## config.mk

```make
export PLATFORM = sky130hd
export DESIGN_NAME = dns_question_encoder_flat
export DESIGN_NICKNAME = d
export VERILOG_FILES = /design/src/rtl/dnsq_pkg.sv /design/src/rtl/dnsq_if.sv /design/src/rtl/dnsq_ram.sv /design/src/rtl/dnsq_ctrl.sv /design/src/rtl/dnsq_datapath.sv /design/src/rtl/dns_question_encoder.sv /design/src/flat_wrapper.sv
export SDC_FILE = /design/constraint.sdc
export NUM_CORES = 1
export LEC_CHECK = 0
export ABC_AREA = 1
export BUFFER_PORTS_ARGS = -buffer_cell sky130_fd_sc_hd__buf_2
export CAP_MARGIN = 20
export CORE_MARGIN = 10
export CORE_UTILIZATION = 55
export DETAILED_ROUTE_END_ITERATION = 16
export HOLD_SLACK_MARGIN = 0.15
export PLACE_DENSITY = 0.77
export SETUP_SLACK_MARGIN = 0.15
export SLEW_MARGIN = 20
export SYNTH_ARGS = -nofsm -noshare
export SYNTH_HDL_FRONTEND = slang
export SYNTH_HIERARCHICAL = 1
export SYNTH_SLANG_ARGS = --single-unit
```

## constraint.sdc

```tcl
create_clock -name clock -period 2.8 [get_ports clock]
set_input_delay 0.28 -clock clock [delete_from_list [all_inputs] [get_ports clock]]
set_output_delay 0.28 -clock clock [all_outputs]
set_load 0.01 [all_outputs]
```

## src/rtl/dnsq_pkg.sv

```systemverilog
// Shared types, constants and helpers of the DNS question encoder.
package dnsq_pkg;

   localparam int LABEL_MAX_DEF = 32;

   localparam logic [7:0]  DOT_CHAR       = 8'h2e;
   localparam logic [7:0]  UPPER_FIRST    = 8'h41;
   localparam logic [7:0]  UPPER_LAST     = 8'h5a;
   localparam logic [7:0]  CASE_OFFSET    = 8'h20;
   localparam logic [7:0]  ROOT_BYTE      = 8'h00;
   localparam logic [7:0]  CLASS_IN_HI    = 8'h00;
   localparam logic [7:0]  CLASS_IN_LO    = 8'h01;
   localparam logic [15:0] QUERY_TYPE_RST = 16'h0001;

   localparam int CSR_ADDR_W = 3;

   typedef enum logic [0:0] {
      CSR_QUERY_TYPE = 1'b0
   } csr_index_type;

   typedef enum logic [3:0] {
      ST_IDLE,
      ST_CHECK,
      ST_LEN,
      ST_CHR,
      ST_TRL_ZERO,
      ST_TRL_QT_HI,
      ST_TRL_QT_LO,
      ST_TRL_CLS_HI,
      ST_TRL_CLS_LO
   } state_type;

   typedef enum logic [2:0] {
      OUT_NONE,
      OUT_LEN,
      OUT_CHR,
      OUT_ZERO,
      OUT_QT_HI,
      OUT_QT_LO,
      OUT_CLASS_HI,
      OUT_CLASS_LO
   } out_sel_type;

   typedef struct packed {
      out_sel_type out_sel;
      logic        take_item;
      logic        clear_label;
      logic        clear_name;
   } cmd_type;

   typedef struct packed {
      logic count_zero;
      logic chr_last;
      logic out_free;
      logic in_dot;
   } status_type;

   function automatic logic [7:0] fold_char(input logic [7:0] c);
      logic [7:0] r;
      r = c;
      if (c >= UPPER_FIRST && c <= UPPER_LAST) begin
         r = c + CASE_OFFSET;
      end
      return r;
   endfunction

endpackage

```

## src/rtl/dnsq_if.sv

```systemverilog
// Word channel interfaces for the character input and the byte output.
interface dnsq_req_if;
   logic       valid;
   logic       ready;
   logic [7:0] ch;
   logic       name_end;

   modport source (output valid, output ch, output name_end, input ready);
   modport sink   (input valid, input ch, input name_end, output ready);
endinterface

interface dnsq_rsp_if;
   logic       valid;
   logic       ready;
   logic [7:0] out_byte;
   logic       end_of_question;
   logic       label_overflow;

   modport source (output valid, output out_byte, output end_of_question,
                   output label_overflow, input ready);
   modport sink   (input valid, input out_byte, input end_of_question,
                   input label_overflow, output ready);
endinterface

```

## src/rtl/dnsq_ram.sv

```systemverilog
// Generic single-write, single-read RAM with registered read data.
module dnsq_ram #(
   parameter int WIDTH = 8,
   parameter int DEPTH = 32,
   parameter int ADDR_W = (DEPTH > 1) ? $clog2(DEPTH) : 1
) (
   input  logic              clock,
   input  logic              wr_en,
   input  logic [ADDR_W-1:0] wr_addr,
   input  logic [WIDTH-1:0]  wr_data,
   input  logic              rd_en,
   input  logic [ADDR_W-1:0] rd_addr,
   output logic [WIDTH-1:0]  rd_data
);

   logic [WIDTH-1:0] mem_ff [DEPTH];
   logic [WIDTH-1:0] rd_data_ff;

   always_ff @(posedge clock) begin
      if (wr_en) begin
         mem_ff[wr_addr] <= wr_data;
      end
      if (rd_en) begin
         rd_data_ff <= mem_ff[rd_addr];
      end
   end

   assign rd_data = rd_data_ff;

endmodule

```

## src/rtl/dnsq_ctrl.sv

```systemverilog
// Controller state machine that sequences label flushes and the trailer.
module dnsq_ctrl
   import dnsq_pkg::*;
(
   input  logic       clock,
   input  logic       reset,
   input  logic       req_valid,
   input  logic       req_name_end,
   output logic       req_ready,
   input  status_type status,
   output cmd_type    cmd
);

   state_type state_ff, state_in;
   logic      last_ff, last_in;
   logic      accept;

   assign req_ready = (state_ff == ST_IDLE);
   assign accept    = req_valid && req_ready;

   always_ff @(posedge clock) begin
      if (reset) begin
         state_ff <= ST_IDLE;
         last_ff  <= 1'b0;
      end else begin
         state_ff <= state_in;
         last_ff  <= last_in;
      end
   end

   always_comb begin
      last_in = last_ff;
      if (accept) begin
         last_in = req_name_end;
      end
   end

   // Next state.
   always_comb begin
      state_in = state_ff;
      case (state_ff)
         ST_IDLE: begin
            if (accept && (status.in_dot || req_name_end)) begin
               state_in = ST_CHECK;
            end
         end
         ST_CHECK: begin
            if (!status.count_zero) begin
               state_in = ST_LEN;
            end else if (last_ff) begin
               state_in = ST_TRL_ZERO;
            end else begin
               state_in = ST_IDLE;
            end
         end
         ST_LEN: begin
            if (status.out_free) begin
               state_in = ST_CHR;
            end
         end
         ST_CHR: begin
            if (status.out_free && status.chr_last) begin
               state_in = last_ff ? ST_TRL_ZERO : ST_IDLE;
            end
         end
         ST_TRL_ZERO: begin
            if (status.out_free) begin
               state_in = ST_TRL_QT_HI;
            end
         end
         ST_TRL_QT_HI: begin
            if (status.out_free) begin
               state_in = ST_TRL_QT_LO;
            end
         end
         ST_TRL_QT_LO: begin
            if (status.out_free) begin
               state_in = ST_TRL_CLS_HI;
            end
         end
         ST_TRL_CLS_HI: begin
            if (status.out_free) begin
               state_in = ST_TRL_CLS_LO;
            end
         end
         ST_TRL_CLS_LO: begin
            if (status.out_free) begin
               state_in = ST_IDLE;
            end
         end
         default: begin
            state_in = ST_IDLE;
         end
      endcase
   end

   // Commands to the datapath.
   always_comb begin
      cmd.out_sel     = OUT_NONE;
      cmd.take_item   = accept;
      cmd.clear_label = 1'b0;
      cmd.clear_name  = 1'b0;
      case (state_ff)
         ST_LEN: begin
            if (status.out_free) begin
               cmd.out_sel = OUT_LEN;
            end
         end
         ST_CHR: begin
            if (status.out_free) begin
               cmd.out_sel     = OUT_CHR;
               cmd.clear_label = status.chr_last;
            end
         end
         ST_TRL_ZERO: begin
            if (status.out_free) begin
               cmd.out_sel = OUT_ZERO;
            end
         end
         ST_TRL_QT_HI: begin
            if (status.out_free) begin
               cmd.out_sel = OUT_QT_HI;
            end
         end
         ST_TRL_QT_LO: begin
            if (status.out_free) begin
               cmd.out_sel = OUT_QT_LO;
            end
         end
         ST_TRL_CLS_HI: begin
            if (status.out_free) begin
               cmd.out_sel = OUT_CLASS_HI;
            end
         end
         ST_TRL_CLS_LO: begin
            if (status.out_free) begin
               cmd.out_sel    = OUT_CLASS_LO;
               cmd.clear_name = 1'b1;
            end
         end
         default: begin
            cmd.out_sel = OUT_NONE;
         end
      endcase
   end

endmodule

```

## src/rtl/dnsq_datapath.sv

```systemverilog
// Datapath: label buffer, label count, overflow flag and output register.
module dnsq_datapath
   import dnsq_pkg::*;
#(
   parameter int LABEL_MAX = LABEL_MAX_DEF
) (
   input  logic        clock,
   input  logic        reset,
   input  logic [7:0]  req_ch,
   input  logic [15:0] query_type,
   input  cmd_type     cmd,
   output status_type  status,
   input  logic        rsp_ready,
   output logic        rsp_valid,
   output logic [7:0]  rsp_out_byte,
   output logic        rsp_end_of_question,
   output logic        rsp_label_overflow
);

   localparam int CNT_W = $clog2(LABEL_MAX + 1);
   localparam int IDX_W = (LABEL_MAX > 1) ? $clog2(LABEL_MAX) : 1;

   logic [CNT_W-1:0] count_ff, count_in;
   logic             overflow_ff, overflow_in;
   logic [IDX_W-1:0] idx_ff, idx_in;
   logic             rsp_valid_ff, rsp_valid_in;
   logic [7:0]       byte_ff, byte_in;
   logic             end_ff, end_in;
   logic             ovf_out_ff, ovf_out_in;

   logic             is_dot;
   logic             has_room;
   logic             wr_en;
   logic             rd_en;
   logic [IDX_W-1:0] rd_addr;
   logic [7:0]       rd_data;
   logic [CNT_W-1:0] idx_next;
   logic             load;

   assign is_dot   = (req_ch == DOT_CHAR);
   assign has_room = (count_ff < CNT_W'(LABEL_MAX));
   assign wr_en    = cmd.take_item && !is_dot && has_room;
   assign idx_next = CNT_W'(idx_ff) + CNT_W'(1);
   assign load     = (cmd.out_sel != OUT_NONE);

   assign status.count_zero = (count_ff == '0);
   assign status.chr_last   = (idx_next == count_ff);
   assign status.out_free   = !rsp_valid_ff || rsp_ready;
   assign status.in_dot     = is_dot;

   // The read for the first character goes out with the length byte, and
   // each later read goes out as the previous character is loaded.
   always_comb begin
      rd_en   = 1'b0;
      rd_addr = '0;
      idx_in  = idx_ff;
      if (cmd.out_sel == OUT_LEN) begin
         rd_en  = 1'b1;
         idx_in = '0;
      end else if (cmd.out_sel == OUT_CHR && !status.chr_last) begin
         rd_en   = 1'b1;
         rd_addr = idx_next[IDX_W-1:0];
         idx_in  = idx_next[IDX_W-1:0];
      end
   end

   dnsq_ram #(
      .WIDTH (8),
      .DEPTH (LABEL_MAX)
   ) u_label_ram (
      .clock   (clock),
      .wr_en   (wr_en),
      .wr_addr (count_ff[IDX_W-1:0]),
      .wr_data (fold_char(req_ch)),
      .rd_en   (rd_en),
      .rd_addr (rd_addr),
      .rd_data (rd_data)
   );

   always_comb begin
      count_in    = count_ff;
      overflow_in = overflow_ff;
      if (cmd.clear_name || cmd.clear_label) begin
         count_in = '0;
      end else if (wr_en) begin
         count_in = count_ff + CNT_W'(1);
      end
      if (cmd.clear_name) begin
         overflow_in = 1'b0;
      end else if (cmd.take_item && !is_dot && !has_room) begin
         overflow_in = 1'b1;
      end
   end

   always_comb begin
      rsp_valid_in = rsp_valid_ff;
      byte_in      = byte_ff;
      end_in       = end_ff;
      ovf_out_in   = ovf_out_ff;
      if (load) begin
         rsp_valid_in = 1'b1;
         ovf_out_in   = overflow_ff;
         end_in       = 1'b0;
      end else if (rsp_ready) begin
         rsp_valid_in = 1'b0;
      end
      case (cmd.out_sel)
         OUT_LEN:      byte_in = 8'(count_ff);
         OUT_CHR:      byte_in = rd_data;
         OUT_ZERO:     byte_in = ROOT_BYTE;
         OUT_QT_HI:    byte_in = query_type[15:8];
         OUT_QT_LO:    byte_in = query_type[7:0];
         OUT_CLASS_HI: byte_in = CLASS_IN_HI;
         OUT_CLASS_LO: begin
            byte_in = CLASS_IN_LO;
            end_in  = 1'b1;
         end
         default: begin
            byte_in = byte_ff;
         end
      endcase
   end

   always_ff @(posedge clock) begin
      if (reset) begin
         count_ff     <= '0;
         overflow_ff  <= 1'b0;
         rsp_valid_ff <= 1'b0;
      end else begin
         count_ff     <= count_in;
         overflow_ff  <= overflow_in;
         rsp_valid_ff <= rsp_valid_in;
      end
      idx_ff     <= idx_in;
      byte_ff    <= byte_in;
      end_ff     <= end_in;
      ovf_out_ff <= ovf_out_in;
   end

   assign rsp_valid           = rsp_valid_ff;
   assign rsp_out_byte        = byte_ff;
   assign rsp_end_of_question = end_ff;
   assign rsp_label_overflow  = ovf_out_ff;

endmodule

```

## src/rtl/dns_question_encoder.sv

```systemverilog
// Top level of the DNS question encoder: channels, register port and wiring.
//
// The block takes a dotted domain name one character word at a time on the
// req channel (ch, name_end) and gives the wire-format question section one
// byte word at a time on the rsp channel. Letters A to Z are folded to lower
// case. Each label is buffered in a small RAM and emitted as a length byte
// followed by its characters when a dot or the last character closes it;
// empty labels give nothing. After the last character come a zero byte, the
// two query_type bytes (high first) and the class bytes 00 01, the final one
// marked by end_of_question. Characters beyond LABEL_MAX in one label are
// dropped and label_overflow is raised on the bytes that follow, until the
// end of that name.
// An ordinary character is taken and the block stays ready for more. A dot
// or a last character first goes through the count check, then the bytes
// go out: the label length plus one, and five more after the last
// character. The output register and the serial read of the label RAM give
// one byte a cycle while the rsp receiver is ready.
// The req channel is only ready while the controller is idle. When the rsp
// receiver stalls, the output register holds its word and the sequence
// waits. query_type is written through the APB port at byte address 0.
// Reset is synchronous: it empties the label, clears the overflow flag, sets
// query_type to 1 and drops rsp valid.
module dns_question_encoder
   import dnsq_pkg::*;
#(
   parameter int LABEL_MAX = LABEL_MAX_DEF
) (
   input  logic                  clock,
   input  logic                  reset,
   dnsq_req_if.sink              req,
   dnsq_rsp_if.source            rsp,
   input  logic                  psel,
   input  logic                  penable,
   input  logic                  pwrite,
   input  logic [CSR_ADDR_W-1:0] paddr,
   input  logic [31:0]           pwdata,
   output logic [31:0]           prdata,
   output logic                  pready
);

   cmd_type     cmd;
   status_type  status;
   logic [15:0] query_type_ff, query_type_in;
   logic        csr_write;
   logic        csr_hit;

   // Register index sits in the word address bit; byte lanes are ignored.
   assign csr_hit   = (csr_index_type'(paddr[2]) == CSR_QUERY_TYPE);
   assign csr_write = psel && penable && pwrite;
   assign pready    = 1'b1;

   always_comb begin
      query_type_in = query_type_ff;
      if (csr_write && csr_hit) begin
         query_type_in = pwdata[15:0];
      end
   end

   always_ff @(posedge clock) begin
      if (reset) begin
         query_type_ff <= QUERY_TYPE_RST;
      end else begin
         query_type_ff <= query_type_in;
      end
   end

   assign prdata = csr_hit ? {16'h0000, query_type_ff} : 32'h0000_0000;

   dnsq_ctrl u_ctrl (
      .clock        (clock),
      .reset        (reset),
      .req_valid    (req.valid),
      .req_name_end (req.name_end),
      .req_ready    (req.ready),
      .status       (status),
      .cmd          (cmd)
   );

   dnsq_datapath #(
      .LABEL_MAX (LABEL_MAX)
   ) u_datapath (
      .clock               (clock),
      .reset               (reset),
      .req_ch              (req.ch),
      .query_type          (query_type_ff),
      .cmd                 (cmd),
      .status              (status),
      .rsp_ready           (rsp.ready),
      .rsp_valid           (rsp.valid),
      .rsp_out_byte        (rsp.out_byte),
      .rsp_end_of_question (rsp.end_of_question),
      .rsp_label_overflow  (rsp.label_overflow)
   );

endmodule

```

## src/flat_wrapper.sv

```systemverilog
// flat-port wrapper written by rule: the top's interface ports become plain ports
module dns_question_encoder_flat import dnsq_pkg::*;
#(
   parameter int LABEL_MAX = LABEL_MAX_DEF
)
  (clock, reset, psel, penable, pwrite, paddr, pwdata, prdata, pready, req_valid, req_ch, req_name_end, req_ready, rsp_valid, rsp_out_byte, rsp_end_of_question, rsp_label_overflow, rsp_ready);
  dnsq_req_if req_i ();
  dnsq_rsp_if rsp_i ();
  input  logic clock;
  input  logic reset;
  input  logic psel;
  input  logic penable;
  input  logic pwrite;
  input  logic [CSR_ADDR_W-1:0] paddr;
  input  logic [31:0] pwdata;
  output logic [31:0] prdata;
  output logic pready;
  input wire logic [$bits(req_i.valid)-1:0] req_valid;
  input wire logic [$bits(req_i.ch)-1:0] req_ch;
  input wire logic [$bits(req_i.name_end)-1:0] req_name_end;
  output wire logic [$bits(req_i.ready)-1:0] req_ready;
  output wire logic [$bits(rsp_i.valid)-1:0] rsp_valid;
  output wire logic [$bits(rsp_i.out_byte)-1:0] rsp_out_byte;
  output wire logic [$bits(rsp_i.end_of_question)-1:0] rsp_end_of_question;
  output wire logic [$bits(rsp_i.label_overflow)-1:0] rsp_label_overflow;
  input wire logic [$bits(rsp_i.ready)-1:0] rsp_ready;
  assign req_i.valid = req_valid;
  assign req_i.ch = req_ch;
  assign req_i.name_end = req_name_end;
  assign req_ready = req_i.ready;
  assign rsp_valid = rsp_i.valid;
  assign rsp_out_byte = rsp_i.out_byte;
  assign rsp_end_of_question = rsp_i.end_of_question;
  assign rsp_label_overflow = rsp_i.label_overflow;
  assign rsp_i.ready = rsp_ready;
  dns_question_encoder #(.LABEL_MAX(LABEL_MAX)) u_core (.clock(clock), .reset(reset), .req(req_i), .rsp(rsp_i), .psel(psel), .penable(penable), .pwrite(pwrite), .paddr(paddr), .pwdata(pwdata), .prdata(prdata), .pready(pready));
endmodule
```

==> impl_metrics.json <==
{
  "p_per_area_nw_per_um2": 782,
  "cts_tree": "done",
  "fp.coreArea_um2": 25000,
  "wirelength_um": 34100,
  "yosys_warnings": 6,
  "path_clk_slew_ns": 0.06,
  "placed_area_um2": 14800,
  "synth.distinct_cells": 41,
  "drv_cap": 0,
  "design_area_um2": 16500,
  "yosysSeqAreaShare_pct": 64.3,
  "min_period_ns": 2.66,
  "slowest_delay_ns": 0.34,
  "power_w": 0.0129,
  "critPathCapture": "u_core/u_datapath/u_label_ram/rd_data[0]",
  "syn_inst": 1362,
  "slew_headroom_pct": 64.2,
  "reg2reg_to": "u_core/u_datapath/u_label_ram/rd_data[0]",
  "worstPathArrival_ns": 2.96,
  "grt_max_degree": 49,
  "final.setup.tns_ns": 0,
  "die_w_um": 179,
  "dieArea_um2": 31900,
  "worstSetupPathType": "flop to flop",
  "vias_per_cell": 5.56,
  "portBuffers": 60,
  "crit_chain": "ha_4 -> inv_1 -> nand2_1 -> nand2_1 -> nor2_1 -> nand3_1 -> nor2_2 -> nand3_4 -> nand3_4 -> inv_8 -> buf_12 -> clkbuf_16 -> nand2_1 -> nand3_1 -> nand3_2 -> nand2_2 -> nand2_1 -> nand2_1 -> nand2_1 -> nand2_1",
  "r2r_setup_slack_ns": 0.14,
  "cts.path.max_buffers": 3,
  "max_freq_mhz": 377,
  "mostFrequentLayoutCells": "nand2_1 (431), edfxtp_1 (273), nand3_1 (226)",
  "path_common_cell": "nand2_1",
  "gp_congestion": 0.879,
  "fin_worst_skew_ns": 0.0121,
  "dp_cells": 1779,
  "fin_nets": 1570,
  "crit_fanout": 9,
  "utilization_pct": 66.1,
  "h-tree-depth": 1,
  "rows": 58,
  "antenna_found_initial": 0,
  "clk_latency_ns": 0.57,
  "outcome": "finished clean",
  "hold_violations": 0,
  "final_cells": 1866,
  "layout_commonest_cell": "nand2_1",
  "tightest_slew_ns": 0.535,
  "area_growth_pct": 19.2,
  "clock_sinks": 308,
  "fill_cells": 1828,
  "grt_usage_pct": 20.2,
  "antenna_left": 0,
  "avgSynthCellArea_um2": 10.2,
  "rr_worst_depth": 20,
  "r2r_start": "u_core/u_datapath/idx_ff[0]",
  "grt_pass1_vias": 9887,
  "drtIter0Drc": 1193,
  "rsz0062_at_grt": "true",
  "hold_class": "primary input to flop",
  "drc": 0,
  "crit_path_start": "u_core/u_datapath/idx_ff[0]",
  "maxSlewViolCount": 0,
  "overflow": 0,
  "startpoint_type": "flop",
  "fp.dieH_um": 179,
  "netlist_area_um2": 13800,
  "slowest_stage": "dfxtp_2",
  "p_leak_nw": 6.56,
  "dp.final_hpwl_um": 21000,
  "start_util_pct": 55.5,
  "num_vias": 10400,
  "cp.required_ns": 3.11,
  "drt_first_pass_iters": 7,
  "ir_drop_v": 0.000551,
  "io_pins": 96,
  "synth-seq-cells": 308,
  "wl_per_cell_um": 18.3,
  "cp-end-kind": "flop",
  "drive_gt1_share_pct": 21.2,
  "setup_viol": 0,
  "numCtsBuffers": 30,
  "grt_pass1_wl_um": 51100,
  "period_share_pct": 94.8,
  "cts-root-buf": "clkbuf_16"
}
==> power breakdown <==
part	switching, W	internal [W]
clock	0.00162	0.00214
sequential	0.000119	0.00536
combinational	0.00236	0.00132
==> cells by family after synthesis <==
logic type,after synthesis,synth area share [%]
AOI/OAI and AO/OA,33,1.53
xor gates and xnor gates,3,0.190
adders and majority gates,4,0.361
buffers and inverters,175,7.03
DFF,308,64.3
other,2,0.0542
and+or+nand+nor,837,26.6
==> metal layers <==
metal | global-route usage, % | up-vias | routed length, µm
met3 | 3.14 | 97 | 2670
li1 | - | 4854 | -
met2 | 35.0 | 480 | 17200
met5 | 0 | - | 0
met4 | 7.06 | 0 | 1220
met1 | 25.4 | 4940 | 13100
==> Yosys cell counts, drive strengths merged <==
| master | instances | area, µm² |
|---|---|---|
| nand2 | 462 | 1780 |
| edfxtp | 273 | 8200 |
| nand3 | 253 | 1280 |
| nor2 | 107 | 526 |
| inv | 95 | 357 |
| buf | 70 | 578 |
| dfxtp | 35 | 701 |
| a21oi | 12 | 60.1 |
| clkbuf | 8 | 30.0 |
| nor3 | 8 | 45.0 |
| o21ai | 7 | 35.0 |
| o2111ai | 6 | 52.6 |
| ha | 4 | 50.1 |
| nand4 | 4 | 31.3 |
| o211ai | 3 | 22.5 |
| xor2 | 3 | 26.3 |
| a41oi | 2 | 17.5 |
| clkinv | 2 | 8.75 |
| conb | 2 | 7.51 |
| a22oi | 1 | 7.51 |
| a31o | 1 | 8.76 |
| nor3b | 1 | 7.51 |
| nor4 | 1 | 6.26 |
| o21a | 1 | 7.51 |
| or2 | 1 | 6.26 |
==> how the worst min path moves through the flow <==
| stage | startpoint | end | depth (start not counted) |
|---|---|---|---|
| 2_1_floorplan | reset | u_core/u_ctrl/state_ff[3] | 1 |
| 3_3_place_gp | u_core/u_datapath/overflow_ff | u_core/u_datapath/rsp_label_overflow | 0 |
| 4_1_cts | psel | u_core/query_type_ff[12] | 5 |
| 3_5_place_dp | u_core/u_datapath/overflow_ff | u_core/u_datapath/rsp_label_overflow | 0 |
| 6_report | psel | u_core/query_type_ff[9] | 5 |
| 5_1_grt | psel | u_core/query_type_ff[12] | 5 |
==> layout make-up <==
| class | count | area [µm²] | area share, % |
|---|---|---|---|
| diodes | 2 | 5.00 | 0.0303 |
| clock buffers | 39 | 785 | 4.75 |
| clock inverters | 12 | 120 | 0.728 |
| inverters | 97 | 393 | 2.38 |
| multi-input cells | 894 | 4270 | 25.8 |
| flip-flops and latches | 308 | 8910 | 54.0 |
| well taps | 330 | 413 | 2.50 |
| repair buffers | 184 | 1620 | 9.81 |
==> worst max-delay path, delay by kind of cell (launching register included) <==
family	cells	cell delay, ns
adders and majority gates	1	0.28
and+or+nand+nor	15	1.37
buffers and inverters	4	0.41
DFF	1	0.34
==> through the flow <==
| step | hold WS [ns] | worst slack, ns |
|---|---|---|
| 3_3_place_gp | 0.416 | 0.0964 |
| 4_1_cts | 0.168 | 0.145 |
| 6_report | 0.179 | 0.144 |
| 2_1_floorplan | 0.349 | 0.150 |
| 5_1_grt | 0.198 | 0.0250 |
| 3_5_place_dp | 0.419 | 0.0251 |
==> sequential cells by signal, indices dropped and copies added, names as in the netlist <==
| name | cells |
|---|---|
| u_core/u_datapath/overflow_ff | 1 |
| u_core/u_datapath/idx_ff | 5 |
| u_core/u_datapath/rsp_label_overflow | 1 |
| u_core/u_datapath/rsp_out_byte | 8 |
| u_core/u_ctrl/last_ff | 1 |
| u_core/u_datapath/u_label_ram/rd_data | 8 |
| u_core/u_datapath/rsp_end_of_question | 1 |
| u_core/query_type_ff | 16 |
| u_core/u_ctrl/state_ff | 4 |
| u_core/u_datapath/count_ff | 6 |
| u_core/u_datapath/u_label_ram/mem_ff | 256 |
| u_core/u_datapath/rsp_valid | 1 |
==> repair_timing <==
action / in CTS / in global routing
resized for setup: 18 / 80
hold buffers: 21 / 0
setup endpoints to repair: 8 / 71
pin swaps: 4 / 28
hold endpoints to repair: 23 / 0
cloned: 2 / 5
buffers inserted: 1 / 5
No activity file was read; power rests on OpenSTA's default activity.
